File: src/rtl/core/tpd_pkg.sv
// types and constants shared by the thumbnail pixel decimator
package tpd_pkg;

	localparam int unsigned DIM_W     = 13;
	localparam int unsigned CNT_W     = 12;
	localparam int unsigned STEP_W    = 8;
	localparam int unsigned SCALE_W   = 7;
	localparam int unsigned CFG_W     = 13;
	localparam int unsigned IDX_W     = 2;
	localparam int unsigned PIX_W     = 8;
	localparam int unsigned DIV_CNT_W = $clog2(DIM_W + 1);

	localparam logic [DIM_W-1:0]   MAX_DIM      = 13'd4096;
	localparam logic [DIM_W-1:0]   RST_WIDTH    = 13'd640;
	localparam logic [DIM_W-1:0]   RST_HEIGHT   = 13'd480;
	localparam logic [SCALE_W-1:0] RST_SCALE    = 7'd4;
	localparam logic               RST_MONO     = 1'b0;

	typedef enum logic [IDX_W-1:0] {
		REG_FRAME_WIDTH,
		REG_FRAME_HEIGHT,
		REG_SCALE_FACTOR,
		REG_COLOR_MODE
	} cfg_idx_t;

	typedef enum logic [2:0] {
		ST_IDLE,
		ST_START,
		ST_OUT_W,
		ST_OUT_H,
		ST_STEP_H,
		ST_STEP_V
	} setup_state_t;

	typedef struct packed {
		logic [PIX_W-1:0] chan_blue;
		logic [PIX_W-1:0] chan_green;
		logic [PIX_W-1:0] chan_red;
	} pix_t;

	typedef struct packed {
		logic [PIX_W-1:0] out_blue;
		logic [PIX_W-1:0] out_green;
		logic [PIX_W-1:0] out_red;
		logic             row_end;
		logic             frame_end;
	} thumb_t;

	typedef struct packed {
		logic [DIM_W-1:0]  out_w;
		logic [DIM_W-1:0]  out_h;
		logic [STEP_W-1:0] h_step;
		logic [STEP_W-1:0] v_step;
		logic [DIM_W-1:0]  eff_w;
		logic [DIM_W-1:0]  eff_h;
		logic              mono;
	} geom_t;

endpackage

File: src/rtl/core/tpd_div.sv
// restoring divider, one quotient bit per cycle
module tpd_div (
	input  logic                      clk,
	input  logic                      arst_n,
	input  logic                      start,
	input  logic [tpd_pkg::DIM_W-1:0] dividend,
	input  logic [tpd_pkg::DIM_W-1:0] divisor,
	output logic                      done,
	output logic [tpd_pkg::DIM_W-1:0] quotient
);
	import tpd_pkg::*;

	logic [DIM_W-1:0]     num_q;
	logic [DIM_W-1:0]     rem_q;
	logic [DIM_W-1:0]     den_q;
	logic [DIV_CNT_W-1:0] cnt_q;
	logic                 run_q;
	logic                 done_q;
	logic [DIM_W:0]       rem_sh;
	logic [DIM_W:0]       rem_nx;
	logic                 fits;

	always_comb begin
		rem_sh = {rem_q, num_q[DIM_W-1]};
		fits   = rem_sh >= {1'b0, den_q};
		rem_nx = fits ? (rem_sh - {1'b0, den_q}) : rem_sh;
	end

	always_ff @(posedge clk or negedge arst_n) begin
		if (!arst_n) begin
			cnt_q  <= '0;
			run_q  <= 1'b0;
			done_q <= 1'b0;
		end else if (start) begin
			cnt_q  <= DIV_CNT_W'(DIM_W);
			run_q  <= 1'b1;
			done_q <= 1'b0;
		end else if (run_q) begin
			cnt_q  <= cnt_q - 1'b1;
			run_q  <= cnt_q != DIV_CNT_W'(1);
			done_q <= cnt_q == DIV_CNT_W'(1);
		end else begin
			done_q <= 1'b0;
		end
	end

	always_ff @(posedge clk) begin
		if (start) begin
			num_q <= dividend;
			rem_q <= '0;
			den_q <= divisor;
		end else if (run_q) begin
			num_q <= {num_q[DIM_W-2:0], fits};
			rem_q <= rem_nx[DIM_W-1:0];
		end
	end

	assign done     = done_q;
	assign quotient = num_q;

endmodule

File: src/rtl/core/tpd_setup.sv
// configuration registers and thumbnail geometry sequencer
module tpd_setup (
	input  logic                      clk,
	input  logic                      arst_n,
	input  logic                      cfg_we,
	input  tpd_pkg::cfg_idx_t         cfg_index,
	input  logic [tpd_pkg::CFG_W-1:0] cfg_data,
	output tpd_pkg::geom_t            geom,
	output logic                      busy,
	output logic                      load
);
	import tpd_pkg::*;

	logic [DIM_W-1:0]   width_q;
	logic [DIM_W-1:0]   height_q;
	logic [SCALE_W-1:0] scale_q;
	logic               mono_q;
	setup_state_t       state_q;
	setup_state_t       state_nx;
	logic [DIM_W-1:0]   out_w_q;
	logic [DIM_W-1:0]   out_h_q;
	logic [STEP_W-1:0]  h_step_q;
	logic [STEP_W-1:0]  v_step_q;

	logic [DIM_W-1:0]   w_cl;
	logic [DIM_W-1:0]   h_cl;
	logic [DIM_W-1:0]   scale_ext;
	logic               div_start;
	logic [DIM_W-1:0]   div_dividend;
	logic [DIM_W-1:0]   div_divisor;
	logic               div_done;
	logic [DIM_W-1:0]   div_quot;
	logic [DIM_W-1:0]   quot_by_scale;
	logic [STEP_W-1:0]  step_h_nx;
	logic [STEP_W-1:0]  step_v_nx;

	tpd_div u_div (
		.clk      (clk),
		.arst_n   (arst_n),
		.start    (div_start),
		.dividend (div_dividend),
		.divisor  (div_divisor),
		.done     (div_done),
		.quotient (div_quot)
	);

	always_ff @(posedge clk or negedge arst_n) begin
		if (!arst_n) begin
			width_q  <= RST_WIDTH;
			height_q <= RST_HEIGHT;
			scale_q  <= RST_SCALE;
			mono_q   <= RST_MONO;
		end else if (cfg_we) begin
			unique case (cfg_index)
				REG_FRAME_WIDTH:  width_q  <= cfg_data;
				REG_FRAME_HEIGHT: height_q <= cfg_data;
				REG_SCALE_FACTOR: scale_q  <= cfg_data[SCALE_W-1:0];
				REG_COLOR_MODE:   mono_q   <= cfg_data[0];
				default:          ;
			endcase
		end
	end

	always_ff @(posedge clk or negedge arst_n) begin
		if (!arst_n) begin
			state_q <= ST_START;
		end else begin
			state_q <= state_nx;
		end
	end

	always_comb begin
		w_cl          = (width_q > MAX_DIM) ? MAX_DIM : width_q;
		h_cl          = (height_q > MAX_DIM) ? MAX_DIM : height_q;
		scale_ext     = DIM_W'(scale_q);
		quot_by_scale = (scale_q == '0) ? '0 : div_quot;
		// step below twice the scale, so it fits the narrow step field
		step_h_nx     = mono_q ? ((out_w_q == '0) ? '0 : div_quot[STEP_W-1:0])
			: STEP_W'(scale_q);
		step_v_nx     = mono_q ? ((out_h_q == '0) ? '0 : div_quot[STEP_W-1:0])
			: STEP_W'(scale_q);
	end

	always_comb begin
		state_nx     = state_q;
		div_start    = 1'b0;
		div_dividend = w_cl;
		div_divisor  = scale_ext;
		load         = 1'b0;
		unique case (state_q)
			ST_IDLE: begin
			end
			ST_START: begin
				div_start = 1'b1;
				state_nx  = ST_OUT_W;
			end
			ST_OUT_W: begin
				if (div_done) begin
					div_start    = 1'b1;
					div_dividend = h_cl;
					state_nx     = ST_OUT_H;
				end
			end
			ST_OUT_H: begin
				if (div_done) begin
					div_start   = 1'b1;
					div_divisor = out_w_q;
					state_nx    = ST_STEP_H;
				end
			end
			ST_STEP_H: begin
				if (div_done) begin
					div_start    = 1'b1;
					div_dividend = h_cl;
					div_divisor  = out_h_q;
					state_nx     = ST_STEP_V;
				end
			end
			ST_STEP_V: begin
				if (div_done) begin
					load     = 1'b1;
					state_nx = ST_IDLE;
				end
			end
			default: state_nx = ST_START;
		endcase
		if (cfg_we) begin
			load     = 1'b0;
			state_nx = ST_START;
		end
	end

	always_ff @(posedge clk) begin
		if (div_done) begin
			if (state_q == ST_OUT_W) begin
				out_w_q <= quot_by_scale;
			end
			if (state_q == ST_OUT_H) begin
				out_h_q <= quot_by_scale;
			end
			if (state_q == ST_STEP_H) begin
				h_step_q <= step_h_nx;
			end
			if (state_q == ST_STEP_V) begin
				v_step_q <= step_v_nx;
			end
		end
	end

	always_comb begin
		geom.out_w  = out_w_q;
		geom.out_h  = out_h_q;
		geom.h_step = h_step_q;
		geom.v_step = (state_q == ST_STEP_V) ? step_v_nx : v_step_q;
		geom.eff_w  = (w_cl == '0) ? DIM_W'(1) : w_cl;
		geom.eff_h  = (h_cl == '0) ? DIM_W'(1) : h_cl;
		geom.mono   = mono_q;
	end

	assign busy = state_q != ST_IDLE;

endmodule

File: src/rtl/core/tpd_sampler.sv
// input register, raster counters, sample decision and result register
module tpd_sampler (
	input  logic           clk,
	input  logic           arst_n,
	input  tpd_pkg::geom_t geom,
	input  logic           load,
	input  logic           busy,
	input  logic           pix_valid,
	output logic           pix_stall,
	input  tpd_pkg::pix_t  pix,
	output logic           thumb_valid,
	input  logic           thumb_stall,
	output tpd_pkg::thumb_t thumb
);
	import tpd_pkg::*;

	pix_t             pix_s1;
	logic             valid_s1;
	thumb_t           thumb_s2;
	logic             valid_s2;

	logic [CNT_W-1:0] col_q;
	logic [CNT_W-1:0] row_q;
	logic [DIM_W-1:0] nsc_q;
	logic [DIM_W-1:0] nsr_q;
	logic [DIM_W-1:0] cole_q;
	logic [DIM_W-1:0] rowe_q;

	logic             accept;
	logic             advance;
	logic             row_hit;
	logic             hit;
	logic             last_col;
	logic             last_row;
	logic [DIM_W-1:0] col_nx;
	logic [DIM_W-1:0] row_nx;
	logic             col_wrap;
	logic             row_wrap;

	always_comb begin
		accept    = pix_valid && !pix_stall;
		advance   = valid_s1 && (!valid_s2 || !thumb_stall);
		pix_stall = busy || (valid_s1 && !advance);
		row_hit   = ({1'b0, row_q} == nsr_q) && (rowe_q < geom.out_h);
		hit       = row_hit && ({1'b0, col_q} == nsc_q) && (cole_q < geom.out_w);
		last_col  = (cole_q + DIM_W'(1)) == geom.out_w;
		last_row  = (rowe_q + DIM_W'(1)) == geom.out_h;
		col_nx    = {1'b0, col_q} + DIM_W'(1);
		row_nx    = {1'b0, row_q} + DIM_W'(1);
		col_wrap  = col_nx >= geom.eff_w;
		row_wrap  = row_nx >= geom.eff_h;
	end

	always_ff @(posedge clk or negedge arst_n) begin
		if (!arst_n) begin
			valid_s1 <= 1'b0;
		end else if (accept) begin
			valid_s1 <= 1'b1;
		end else if (advance) begin
			valid_s1 <= 1'b0;
		end
	end

	always_ff @(posedge clk) begin
		if (accept) begin
			pix_s1 <= pix;
		end
	end

	// frame position
	always_ff @(posedge clk or negedge arst_n) begin
		if (!arst_n) begin
			col_q  <= '0;
			row_q  <= '0;
			nsc_q  <= '0;
			nsr_q  <= '0;
			cole_q <= '0;
			rowe_q <= '0;
		end else if (load) begin
			col_q  <= '0;
			row_q  <= '0;
			cole_q <= '0;
			rowe_q <= '0;
			nsc_q  <= DIM_W'(geom.h_step >> 1);
			nsr_q  <= DIM_W'(geom.v_step >> 1);
		end else if (advance) begin
			if (col_wrap) begin
				col_q  <= '0;
				cole_q <= '0;
				nsc_q  <= DIM_W'(geom.h_step >> 1);
				if (row_wrap) begin
					row_q  <= '0;
					rowe_q <= '0;
					nsr_q  <= DIM_W'(geom.v_step >> 1);
				end else begin
					row_q <= row_nx[CNT_W-1:0];
					if (row_hit) begin
						rowe_q <= rowe_q + DIM_W'(1);
						nsr_q  <= nsr_q + DIM_W'(geom.v_step);
					end
				end
			end else begin
				col_q <= col_nx[CNT_W-1:0];
				if (hit) begin
					cole_q <= cole_q + DIM_W'(1);
					nsc_q  <= nsc_q + DIM_W'(geom.h_step);
				end
			end
		end
	end

	always_ff @(posedge clk or negedge arst_n) begin
		if (!arst_n) begin
			valid_s2 <= 1'b0;
		end else if (advance) begin
			valid_s2 <= hit;
		end else if (!thumb_stall) begin
			valid_s2 <= 1'b0;
		end
	end

	always_ff @(posedge clk) begin
		if (advance) begin
			thumb_s2.out_blue  <= pix_s1.chan_blue;
			thumb_s2.out_green <= geom.mono ? '0 : pix_s1.chan_green;
			thumb_s2.out_red   <= geom.mono ? '0 : pix_s1.chan_red;
			thumb_s2.row_end   <= last_col;
			thumb_s2.frame_end <= last_col && last_row;
		end
	end

	assign thumb_valid = valid_s2;
	assign thumb       = thumb_s2;

endmodule

File: src/rtl/core/thumbnail_pixel_decimator.sv
// top level of the point-sampling thumbnail decimator
//
//  channel  signals                          direction  transfer when
//  pix      pix_valid pix_stall pix          in         pix_valid & !pix_stall
//  thumb    thumb_valid thumb_stall thumb    out        thumb_valid & !thumb_stall
//  cfg      cfg_we cfg_index cfg_data        in         cfg_we
//
//  one pixel per cycle unless stalled; a sampled pixel passes the input and result registers
//  the two registers are parted, so pix takes one more pixel while a result waits
//  after reset and after every register write the geometry sequencer runs a start state
//  and four divisions (out width, out height, h step, v step); pix_stall stays high meanwhile
//  thumb_stall holds the result register and, one pixel later, the input register
module thumbnail_pixel_decimator (
	input  logic                      clk,
	input  logic                      arst_n,
	input  logic                      pix_valid,
	output logic                      pix_stall,
	input  tpd_pkg::pix_t             pix,
	output logic                      thumb_valid,
	input  logic                      thumb_stall,
	output tpd_pkg::thumb_t           thumb,
	input  logic                      cfg_we,
	input  tpd_pkg::cfg_idx_t         cfg_index,
	input  logic [tpd_pkg::CFG_W-1:0] cfg_data
);
	import tpd_pkg::*;

	geom_t geom;
	logic  busy;
	logic  load;

	tpd_setup u_setup (
		.clk       (clk),
		.arst_n    (arst_n),
		.cfg_we    (cfg_we),
		.cfg_index (cfg_index),
		.cfg_data  (cfg_data),
		.geom      (geom),
		.busy      (busy),
		.load      (load)
	);

	tpd_sampler u_sampler (
		.clk         (clk),
		.arst_n      (arst_n),
		.geom        (geom),
		.load        (load),
		.busy        (busy),
		.pix_valid   (pix_valid),
		.pix_stall   (pix_stall),
		.pix         (pix),
		.thumb_valid (thumb_valid),
		.thumb_stall (thumb_stall),
		.thumb       (thumb)
	);

endmodule

File: config.mk
export PLATFORM = sky130hd
export DESIGN_NAME = thumbnail_pixel_decimator
export DESIGN_NICKNAME = d
export VERILOG_FILES = /design/src/rtl/core/tpd_pkg.sv /design/src/rtl/core/tpd_div.sv /design/src/rtl/core/tpd_setup.sv /design/src/rtl/core/tpd_sampler.sv /design/src/rtl/core/thumbnail_pixel_decimator.sv
export SDC_FILE = /design/constraint.sdc
export NUM_CORES = 1
export LEC_CHECK = 0
export ABC_AREA = 1
export BUFFER_PORTS_ARGS = -buffer_cell sky130_fd_sc_hd__buf_4
export CORE_UTILIZATION = 45
export DETAILED_ROUTE_END_ITERATION = 10
export GPL_TIMING_DRIVEN = 1
export RECOVER_POWER = 50
export SETUP_SLACK_MARGIN = 0.2
export SLEW_MARGIN = 20
export SYNTH_ARGS = -nofsm -noshare
export SYNTH_HDL_FRONTEND = slang
export SYNTH_HIERARCHICAL = 1
export SYNTH_SLANG_ARGS = --single-unit
File: constraint.sdc
create_clock -name clk -period 5.3 [get_ports clk]
set_input_delay 0.795 -clock clk [delete_from_list [all_inputs] [get_ports clk]]
set_output_delay 0.795 -clock clk [all_outputs]
set_load 0.01 [all_outputs]
# ---- Word-level counts from Yosys, hierarchy flattened
# Cells that the tools add are included.
dict set report word_totals {
  regBits 252
  in_bits 44
}
dict set report classes {
  bitwise_logic 1
  order_cmp 7
  addsub 8
  n_mux 63
  eq_ne 20
  reduce_logical 41
}
# cell n
set ops {}
lappend ops {{$mux W13} 30}
lappend ops {{$mux W12} 7}
lappend ops {{$logic_not A13 Y1} 4}
lappend ops {{$add A12 B1 Y13 const B} 2}
lappend ops {{$add A13 B1 Y13 const B} 2}
lappend ops {{$add A13 B8 Y13} 2}
lappend ops {{$eq A12 B13 Y1} 2}
lappend ops {{$eq A13 B13 Y1} 2}
lappend ops {{$ge A13 B13 Y1} 2}
lappend ops {{$gt A13 B13 Y1 const B} 2}
lappend ops {{$lt A13 B13 Y1} 2}
lappend ops {{$pmux W13 S2} 1}
lappend ops {{$mux W8} 3}
lappend ops {{$pmux W3 S6} 1}
lappend ops {{$reduce_and A2 Y1} 9}
lappend ops {{$mux W3} 5}
lappend ops {{$ge A14 B13 Y1} 1}
lappend ops {{$mux W7} 2}
lappend ops {{$sub A13 B13 Y13} 1}
lappend ops {{$ne A3 B3 Y1 const B} 4}
lappend ops {{$mux W1} 11}
lappend ops {{$reduce_bool A3 Y1} 3}
lappend ops {{$mux W4} 2}
lappend ops {{$reduce_bool A2 Y1} 4}
lappend ops {{22 further kinds} 36}

# ---- Depth between registers and ports, before layout
# Gate-level depths: netlist (run 1).
dict set report depth {
  ltp_word 10
  ltp_mapped 24
  ltp_nobuf 22
}

# ---- Cells and area by module
# Netlist (run 1), hierarchy kept.
# mod cells_each seq_area_each_um2 area_per_inst_um2 n_inst
set modules_own_cells {}
lappend modules_own_cells {tpd_sampler 1311 3453.3 9316.4 1}
lappend modules_own_cells {tpd_setup 516 2197.1 4086.4 1}
lappend modules_own_cells {tpd_div 366 1191.1 2827.7 1}

# ---- Worst setup path before layout (run 1)
# No wires, ideal clock.
dict set report synth_path {
  kind {register to register}
  from {register u_sampler.row_q[0]}
  to {register u_sampler.rowe_q[7]}
  arrival_ps 2856
  path_stages_with_launch 21
  setup_time_ps 117
  period_less_slack_ps 2973
  setup_slack_ps 2327
  path_cell_list {dfrtp_1 ha_1 nand2_1 nor2_1 nand3_1 nor3b_1 nand3_1 xor2_1 ha_1 nand2_1 nor2_1 nand4_1 nand2_1 nor2_1 nand3_1 inv_1 nand2_1 nand2_2 buf_4 nand2_1 nand2_1}
}
dict set report synth_via {
  elab_chain_cells 6
  word_cells_on_any_way 10
}
# item line_no
set synth_rtl {}
lappend synth_rtl {{start: declaration} tpd_sampler.sv:23} ;# logic [CNT_W-1:0] row_q;
lappend synth_rtl {{start signal: assignment} tpd_sampler.sv:96} ;# row_q <= row_nx[CNT_W-1:0];
lappend synth_rtl {{$add A12 B1 Y13} tpd_sampler.sv:49} ;# row_nx = {1'b0, row_q} + DIM_W'(1);
lappend synth_rtl {{$ge A13 B13 Y1} tpd_sampler.sv:51} ;# row_wrap = row_nx >= geom.eff_h;
lappend synth_rtl {{$mux W13} tpd_sampler.sv:91} ;# if (row_wrap) begin
lappend synth_rtl {{$mux W13} tpd_sampler.sv:87} ;# if (col_wrap) begin
lappend synth_rtl {{$mux W13} tpd_sampler.sv:86} ;# end else if (advance) begin
lappend synth_rtl {{$mux W13} tpd_sampler.sv:79} ;# end else if (load) begin
lappend synth_rtl {{end signal: assignment} tpd_sampler.sv:98} ;# rowe_q <= rowe_q + DIM_W'(1);
lappend synth_rtl {{end: declaration} tpd_sampler.sv:27} ;# logic [DIM_W-1:0] rowe_q;
# Several ways; a longest one is shown, not always the timed one. The select of a mux whose other input is x is not followed.
# A chain may end at the register's enable or synchronous reset.

# ---- Worst setup path in the final report (run 1)
dict set report layout_path {
  from {register u_sampler.col_q[0]}
  to {register u_sampler.nsc_q[1]}
}
dict set report layout_via {
  elab_chain_cells 5
  word_cells_on_any_way 10
}
# item line_no
set layout_rtl {}
lappend layout_rtl {{start: declaration} tpd_sampler.sv:22} ;# logic [CNT_W-1:0] col_q;
lappend layout_rtl {{start signal: assignment} tpd_sampler.sv:103} ;# col_q <= col_nx[CNT_W-1:0];
lappend layout_rtl {{$add A12 B1 Y13 / $eq A12 B13 Y1 (equally long branches)} {tpd_sampler.sv:48, tpd_sampler.sv:45}}
lappend layout_rtl {{$ge A13 B13 Y1 / $logic_and A1 B1 Y1 (equally long branches)} {tpd_sampler.sv:50, tpd_sampler.sv:45}}
lappend layout_rtl {{$mux W13 / $logic_and A1 B1 Y1 (equally long branches)} {tpd_sampler.sv:87, tpd_sampler.sv:45}}
lappend layout_rtl {{$mux W13 / $reduce_bool A3 Y1 (equally long branches)} n/a}
lappend layout_rtl {{$mux W13 / $reduce_and A2 Y1 (equally long branches)} n/a}
lappend layout_rtl {{end signal: assignment} tpd_sampler.sv:84} ;# nsc_q <= DIM_W'(geom.h_step >> 1);
lappend layout_rtl {{end signal: assignment} tpd_sampler.sv:90} ;# nsc_q <= DIM_W'(geom.h_step >> 1);
lappend layout_rtl {{end signal: assignment} tpd_sampler.sv:106} ;# nsc_q <= nsc_q + DIM_W'(geom.h_step);
lappend layout_rtl {{end: declaration} tpd_sampler.sv:24} ;# logic [DIM_W-1:0] nsc_q;
# Several ways; a longest one is shown, not always the timed one. The select of a mux whose other input is x is not followed.

==> results.txt, run 1 <==
----------------------------------------------------
[Job]
  Max-cap check violation count ... 3

[Synthesis]
  Fraction of post-synthesis cell area in the top cell type by area ... 21.8%
  Primary FF master, synth ... sky130_fd_sc_hd__edfxtp_1
  Synth area leaders ... sky130_fd_sc_hd__edfxtp_1, sky130_fd_sc_hd__dfrtp_1, sky130_fd_sc_hd__nand2_1
  Share of flip-flops with an asynchronous set or reset ... 48.0%
  Netlist cell types ... 49
  EDFF count, synth ... 118
  Post-Synthesis Net Count ... 2328
  Biggest area consumer among synthesized cells ... sky130_fd_sc_hd__edfxtp_1
  Warning count from the yosys run ... 6
  Mean post-synth cell area ... 7.40 µm²
  Part of the Yosys area used for sequential elements ... 42.2%
  Mapped cell area ... 16200 µm²
  Flops & latches, synth ... 252
  Cell count after synthesis ... 2193

[Setup path]
  Type of the setup path with the least slack ... flip-flop to flip-flop
  Reg-to-reg startpoint ... u_sampler/col_q[0]$_DFFE_PN0P_
  Worst reg2reg path depth ... 17
  Worst endpoint required time ... 5.75 ns
  Worst Setup Start Kind ... flip-flop
  Worst reg2reg path endpoint ... u_sampler/nsc_q[1]$_DFFE_PN0P_
  R2r setup slk ... 1.21 ns
  Worst setup EP type ... flip-flop
  Data arrival, critical path ... 4.54 ns
  Biggest fanout along the worst timing path ... 19

[GRT]
  Global-route wire length before repair ... 67.1 mm
  Maximum number of pins on one net before global-route repair ... 50
  Number of global-route vias before repair ... 13100
  Total global-route track usage ... 22.9%
  Number of antenna violations at the first check in global routing ... 0
  Global route overflow ... 0

[Floorplan]
  Area of the core ... 35600 µm²
  FP Rows ... 69
  Area of the die ... 36800 µm²
  I/O Pins ... 72
  Width of the die ... 192 µm
  Initial core utilization ... 45.6%
  Die Y ... 192 µm

[Place]
  Placer's final routability congestion estimate ... 0.869
  Count of input and output buffers ... 71
  Setup slack after placement ... 1.21 ns
  Cell Count Post-Placement ... 2682
  HPWL after detailed placement ... 30.8 mm

[Power and ir drop]
  Leakage ... 9.14 nW
  Cell Pwr Density ... 462 nW/µm²
  Logic pwr share ... 40.1%
  Clock power share ... 25.3%
  Power spent charging and discharging nets ... 0.00339 W
  Fraction of power consumed by sequential logic ... 34.6%
  Switching portion of total power ... 40.6%
  Peak VDD IR ... 0.394 mV
  Internal portion of total power ... 0.00496 W

[Clock network]
  Number of hold buffers added after cts ... 0
  Buffer type at the clock tree root ... sky130_fd_sc_hd__clkbuf_16
  Latest clock arrival within the worst-skew pair ... 0.57 ns
  Number of clock sinks seen by CTS ... 252
  Number of buffers inserted by post-CTS setup repair ... 0
  CTS tree ... yes
  Number of gates resized after cts ... 0
  CTS Buf Count ... 30
  Clock-pin slew of the registers on the worst-case setup and hold paths ... 0.06 ns
  Clock H-tree levels ... 1
  Clock tree buffer depth ... 3

[Timing]
  Max-slew violation count ... 101
  Crit path time final ... 4.09 ns
  Final-layout setup total negative slack ... 0 ns
  Final hold viol count ... 0
  Post-route worst setup slack ... 1.21 ns
  Worst Tran Pin Value ... 2.82 ns
  Max frequency ... 245 MHz
  Share of the clock period used by the worst path ... 77.1%
  Number of setup violations in the final report ... 0
  Worst slew margin ... -88.3%
  Setup repair after global routing missed its margin ... no
  Worst clock skew on the final layout ... 0.0128 ns

[Detailed routing]
  Vias per inst ... 5.03
  Routed Antenna Nets ... 0
  Routed WL ... 40.9 mm
  Met2 Wirelength ... 19.0 mm
  Number of design rule violations left after detail routing ... 0
  Total via count in the routed design ... 13800
  Highest routed metal layer ... met4
  Met1 routed wirelength after detailed routing ... 19.0 mm
  First DRT Iteration DRCs ... 840
  Met3 routed wirelength ... 1.93 mm
  Routed wirelength normalized by instance count ... 14.9 µm
  First-pass DRT Iterations ... 5

[Layout]
  Post-layout instance count excluding filler cells ... 2738
  Fraction of final layout cells with drive strength greater than 1 ... 8.78%
  Area growth from synthesis to layout ... 11.5%
  Ant diodes ... 0
  Post-layout net count ... 2388
  Commonest cells after routing, fill and taps aside ... sky130_fd_sc_hd__nand2_1, sky130_fd_sc_hd__inv_1, sky130_fd_sc_hd__nor2_1
  Leading cell type in the layout, fill and taps excluded ... sky130_fd_sc_hd__nand2_1

[Worst hold path]
  Endpoint with the worst hold slack ... u_sampler/thumb[20]$_DFFE_PP_
  Startpoint of the worst hold path ... u_sampler/pix_s1[18]$_DFFE_PP_
  Hold depth ... 0
  Classification of the worst-slack hold path ... flip-flop to flip-flop

[Status]
  Run status ... finished with violations
  Violations in the final reports ... max-capacitance violations, max-slew violations

----------------------------------------------------
==> synthesized netlist by cell type (2+ instances only) <==
cell	instances
sky130_fd_sc_hd__ha_1	88
sky130_fd_sc_hd__fa_1	3
sky130_fd_sc_hd__o21a_1	3
sky130_fd_sc_hd__o21ai_1	3
sky130_fd_sc_hd__buf_2	18
sky130_fd_sc_hd__nor2_1	209
sky130_fd_sc_hd__or2_2	2
sky130_fd_sc_hd__nand3_1	175
sky130_fd_sc_hd__xnor2_1	18
sky130_fd_sc_hd__xor2_1	32
sky130_fd_sc_hd__nand2_1	734
sky130_fd_sc_hd__nand3_4	2
sky130_fd_sc_hd__o21bai_1	6
sky130_fd_sc_hd__inv_2	16
sky130_fd_sc_hd__xnor3_1	2
sky130_fd_sc_hd__o211ai_1	3
sky130_fd_sc_hd__a21oi_1	39
sky130_fd_sc_hd__nor4_1	3
sky130_fd_sc_hd__nor3_1	25
sky130_fd_sc_hd__dfrtp_1	113
sky130_fd_sc_hd__nand3_2	10
sky130_fd_sc_hd__buf_4	9
sky130_fd_sc_hd__nand2_2	13
sky130_fd_sc_hd__edfxtp_1	118
sky130_fd_sc_hd__inv_1	336
sky130_fd_sc_hd__nand3b_1	2
sky130_fd_sc_hd__clkbuf_1	22
sky130_fd_sc_hd__dfstp_2	8
sky130_fd_sc_hd__nor2_4	8
sky130_fd_sc_hd__buf_6	5
sky130_fd_sc_hd__nand4_1	47
sky130_fd_sc_hd__nor2_2	10
sky130_fd_sc_hd__dfxtp_1	13
sky130_fd_sc_hd__o21ai_0	80
sky130_fd_sc_hd__o22ai_1	4
==> area by class of cell <==
type	instances	area, µm²
Multi-Input combinational cell	1533	7740
Fill cell	3479	17500
Timing Repair Buffer	83	598
Tap cell	461	577
Sequential cell	252	6840
Inverter	353	1330
Clock inverter	22	234
Clock buffer	34	786
==> sequential cells by signal, summed over array words and instances, names as in the netlist, 3 cells and up <==
| register | count |
|---|---|
| u_sampler/col_q | 12 |
| u_setup/u_div/den_q | 13 |
| u_sampler/nsr_q | 13 |
| u_setup/out_h_q | 13 |
| u_sampler/thumb | 26 |
| u_setup/u_div/cnt_q | 4 |
| u_sampler/rowe_q | 13 |
| u_setup/scale_q | 7 |
| u_setup/v_step_q | 8 |
| u_sampler/row_q | 12 |
| u_setup/u_div/rem_q | 13 |
| u_setup/width_q | 13 |
| u_setup/state_q | 3 |
| u_setup/h_step_q | 8 |
| u_setup/out_w_q | 13 |
| u_sampler/pix_s1 | 24 |
| u_sampler/cole_q | 13 |
| u_setup/height_q | 13 |
| u_sampler/nsc_q | 13 |
| u_setup/u_div/quotient | 13 |
==> critical path, cell delays in order (launching register included) <==
cell,delay [ns]
sky130_fd_sc_hd__dfrtp_1,0.42
sky130_fd_sc_hd__ha_1,0.21
sky130_fd_sc_hd__nand2_1,0.09
sky130_fd_sc_hd__nor3_1,0.44
sky130_fd_sc_hd__nand3_1,0.16
sky130_fd_sc_hd__o21ai_0,0.17
sky130_fd_sc_hd__nand2_1,0.07
sky130_fd_sc_hd__inv_1,0.08
sky130_fd_sc_hd__ha_1,0.25
sky130_fd_sc_hd__a21oi_1,0.15
sky130_fd_sc_hd__o21ai_0,0.11
sky130_fd_sc_hd__a21oi_2,0.17
sky130_fd_sc_hd__nand4_2,0.35
sky130_fd_sc_hd__nand2_2,0.57
sky130_fd_sc_hd__buf_4,0.35
sky130_fd_sc_hd__nand2_4,0.20
sky130_fd_sc_hd__nand2_1,0.13
sky130_fd_sc_hd__nand2_1,0.05
==> through the flow <==
step	instance area (µm²)	hold slack [ns]	utilization (%)	power [W]
2_1_floorplan	16200	0.400	-	0.00542
3_3_place_gp	17100	0.401	48.1	0.00621
3_5_place_dp	17100	0.405	48.1	0.00626
4_1_cts	18100	0.257	51.0	0.00841
5_1_grt	18100	0.410	50.9	0.00902
6_report	18100	0.417	50.9	0.00836
==> per-layer routing <==
metal / vias to the layer above / GRT usage, %
li1: 7076 / -
met1: 6318 / 30.9
met2: 313 / 39.1
met3: 62 / 2.32
met4: 0 / 5.98
met5: - / 0
==> worst max-delay path by stage <==
stage | depth (start not counted) | startpoint | slack (ns) | endpoint
finish | 17 | u_sampler/col_q[0]$_DFFE_PN0P_ | 1.21 | u_sampler/nsc_q[1]$_DFFE_PN0P_
global route | 2 | arst_n | 0.38 | u_sampler/row_q[5]$_DFFE_PN0P_
CTS | 17 | u_sampler/col_q[0]$_DFFE_PN0P_ | 1.22 | u_sampler/nsc_q[1]$_DFFE_PN0P_
detailed placement | 17 | u_sampler/col_q[0]$_DFFE_PN0P_ | 1.21 | u_sampler/nsc_q[5]$_DFFE_PN0P_
global placement | 17 | u_sampler/col_q[0]$_DFFE_PN0P_ | 1.22 | u_sampler/nsc_q[5]$_DFFE_PN0P_
floorplan | 20 | u_sampler/row_q[0]$_DFFE_PN0P_ | 2.33 | u_sampler/rowe_q[7]$_DFFE_PN0P_
==> power groups by stage <==
stage | sequential (W) | clock [W] | combinational, W
2_1_floorplan | 0.00281 | 0 | 0.00261
5_1_grt | 0.00294 | 0.00223 | 0.00384
6_report | 0.00289 | 0.00212 | 0.00335
3_5_place_dp | 0.00291 | 0 | 0.00335
4_1_cts | 0.00288 | 0.00217 | 0.00336
3_3_place_gp | 0.00290 | 0 | 0.00331
==> cell families after synthesis <==
family	Yosys count	share of synthesized area (%)
compound gates	144	4.82
xor+xnor	52	2.98
fa+ha+maj	91	7.15
buf+inv	408	10.1
flops	252	42.2
simple gates	1246	32.8
Power figures use the tool's default switching activity.
==> run 2, diff against run 1 <==
==> constraint.sdc (replaced) <==
create_clock -name clk -period 3.7 [get_ports clk]
set_input_delay 0.555 -clock clk [delete_from_list [all_inputs] [get_ports clk]]
set_output_delay 0.555 -clock clk [all_outputs]
set_load 0.01 [all_outputs]
==> run 2 against run 1 <==
Effect of this change: the run still ends with max-capacitance violations, max-slew violations left; core utilization grew 0.36 points; flip-flop and latch count unchanged; register-to-register slack worse by 0.65 ns.
==> results.txt, run 2 (synthesized netlist as in run 1, its figures left out) <==
----------------------------------------------------
[Status]
  Run status ... finished with violations
  Violations in the final reports ... max-capacitance violations, max-slew violations

[Layout]
  Register area ... 6840 µm² (unchanged)
  Fraction of final layout cells with drive strength greater than 1 ... 9.19% (+0.41 points)
  Multi-input combinational cell area ... 7820 µm² (+1.1%)
  Largest register FFs ... 26 (unchanged)
  Ant diodes ... 0 (unchanged)
  Filler instances ... 3497 (+0.52%)
  Post-layout net count ... 2407 (+0.80%)
  Final core utilization ... 51.2% (+0.36 points)
  Area growth from synthesis to layout ... 12.3%
  Leading cell type in the layout, fill and taps excluded ... sky130_fd_sc_hd__nand2_1
  Commonest cells after routing, fill and taps aside ... sky130_fd_sc_hd__nand2_1, sky130_fd_sc_hd__inv_1, sky130_fd_sc_hd__nor2_1
  Post-layout instance count excluding filler cells ... 2756 (+0.66%)

[GRT]
  Total global-route track usage ... 23.4% (+0.46 points)
  Number of antenna violations at the first check in global routing ... 0 (unchanged)
  Global-route wire length before repair ... 68.4 mm (+2.1%)
  Global route overflow ... 0 (unchanged)
  Number of global-route vias before repair ... 13400 (+2.2%)
  Maximum number of pins on one net before global-route repair ... 59 (+18%)

[Floorplan]
  Width of the die ... 192 µm (unchanged)
  Initial core utilization ... 45.6% (unchanged)
  FP Rows ... 69 (unchanged)
  Area of the die ... 36800 µm² (unchanged)
  I/O Pins ... 72 (unchanged)
  Area of the core ... 35600 µm² (unchanged)
  Die Y ... 192 µm (unchanged)

[Clock network]
  Clock H-tree levels ... 1 (unchanged)
  Number of hold buffers added after cts ... 0 (unchanged)
  CTS tree ... yes
  CTS Buf Count ... 29 (-3.3%)
  Clock tree buffer depth ... 3 (unchanged)
  Latest clock arrival within the worst-skew pair ... 0.57 ns (about the same)
  Number of buffers inserted by post-CTS setup repair ... 0 (unchanged)
  Buffer type at the clock tree root ... sky130_fd_sc_hd__clkbuf_16
  Clock-pin slew of the registers on the worst-case setup and hold paths ... 0.06 ns (about the same)
  Number of clock sinks seen by CTS ... 252 (unchanged)

[Setup path]
  Biggest fanout along the worst timing path ... 27 (+8)
  Type of the setup path with the least slack ... flip-flop to flip-flop
  Crit path launch ... u_sampler/col_q[0]$_DFFE_PN0P_
  Critical path, cell by cell ... ha_1 > nand2_1 > nor3_4 > nand3_1 > o21ai_0 > nand2_1 > inv_1 > ha_1 > a21oi_1 > o21ai_0 > a21oi_2 > nand4_2 > nand2_4 > buf_12 > nand2_4 > nand2_1 > nand2_1
  Data arrival, critical path ... 3.59 ns (-0.95 ns)
  Reg-to-reg startpoint ... u_sampler/col_q[0]$_DFFE_PN0P_
  Worst Setup Start Kind ... flip-flop
  Slowest-stage cell, CP ... sky130_fd_sc_hd__dfrtp_1
  Dominant cell type by count on the critical path ... sky130_fd_sc_hd__nand2_1
  Slowest cell delay on critical path ... 0.40 ns (-0.17 ns)
  Worst setup EP type ... flip-flop
  Worst endpoint required time ... 4.15 ns (-1.60 ns)

[Place]
  HPWL after detailed placement ... 31.5 mm (+2.2%)
  Count of input and output buffers ... 71 (unchanged)
  Cell Count Post-Placement ... 2701 (+0.71%)
  Setup slack after placement ... 0.249 ns (-0.958 ns)
  Placer's final routability congestion estimate ... 0.952 (+9.5%)

[Timing]
  Share of the clock period used by the worst path ... 84.9% (+7.8 points)
  Final hold viol count ... 0 (unchanged)
  Final-layout setup total negative slack ... 0 ns (unchanged)
  Max-slew violation count ... 59 (-42%)
  Post-route worst setup slack ... 0.559 ns (-0.653 ns)
  Crit path time final ... 3.14 ns (-0.947 ns)
  Worst clock skew on the final layout ... 0.0155 ns (+0.00278 ns)
  Setup repair after global routing missed its margin ... no
  Max frequency ... 318 MHz (+30%)
  Number of setup violations in the final report ... 0 (unchanged)
  Worst slew margin ... -9.90% (+78 points)
  Worst Tran Pin Value ... 1.65 ns (-1.18 ns)

[Job]
  Max-cap check violation count ... 1 (-2)

[Power and ir drop]
  Peak VDD IR ... 0.510 mV (+30%)
  Leakage ... 9.22 nW (+0.81%)
  Final Power ... 0.0119 W (+43%)
  Cell Pwr Density ... 654 nW/µm² (+42%)

[Detailed routing]
  First-pass DRT Iterations ... 7 (+2)
  Total via count in the routed design ... 14000 (+1.4%)
  Vias per inst ... 5.07 (+0.78%)
  Routed Antenna Nets ... 0 (unchanged)
  Routed wirelength normalized by instance count ... 15.1 µm (+1.5%)
  Number of design rule violations left after detail routing ... 0 (unchanged)
  First DRT Iteration DRCs ... 921 (+9.6%)
  Routed WL ... 41.7 mm (+2.1%)

[Worst hold path]
  Classification of the worst-slack hold path ... input pin to flip-flop
  Startpoint of the worst hold path ... pix[20]

----------------------------------------------------
run 2: routing by layer:
layer	global-route usage, %	wire length [µm]	up-vias
li1	-	-	7095
met1	32.0	19100	6417
met2	38.1	19000	382
met3	3.07	2470	74
met4	7.42	1160	0
met5	0	0	-
run 2: cell type report:
class                   count  area share (%)
clock buffers              41            4.46
clock inverters            13           0.707
inverters                 353            7.27
multi-input cells        1534            42.9
flip-flops and latches    252            37.5
well taps                 461            3.16
repair buffers            102            3.97
run 2: through the flow:
| step | instance area, µm² | hold WS (ns) |
|---|---|---|
| after floorplan | 16200 | 0.259 |
| after global placement | 17300 | 0.401 |
| after detailed placement | 17300 | 0.406 |
| after CTS | 18200 | 0.120 |
| after global routing | 18200 | 0.160 |
| final | 18200 | 0.183 |
run 2: critical path, delay by kind of cell (launching register included):
kind / cells / cell delay (ns)
DFF: 1 / 0.40
adders and majority gates: 2 / 0.46
buffers and inverters: 2 / 0.30
AOI/OAI and AO/OA: 4 / 0.56
and+or+nand+nor: 9 / 1.28
run 2: path summary, 6_finish.rpt:
path	to	slack [ns]	depth (start not counted)
worst max-delay path	u_sampler/nsc_q[5]$_DFFE_PN0P_	0.56	17
min in group asynchronous	u_sampler/rowe_q[10]$_DFFE_PN0P_	0.39	1
worst min register to register	u_sampler/thumb[24]$_DFFE_PP_	0.42	0
worst min-delay path	u_sampler/pix_s1[20]$_DFFE_PP_	0.18	1
max in group asynchronous	u_sampler/row_q[2]$_DFFE_PN0P_	1.25	2
worst max register to register	u_sampler/nsc_q[5]$_DFFE_PN0P_	0.56	17
run 2: report_power, final:
part           switching (W)  internal (W)
sequential          0.000502       0.00362
clock                0.00118       0.00167
combinational        0.00320       0.00175
run 2: timing repair:
item	4_1_cts	5_1_grt
endpoints found under the setup margin	0	76
endpoints found under the hold margin	0	0
resized for setup	0	18
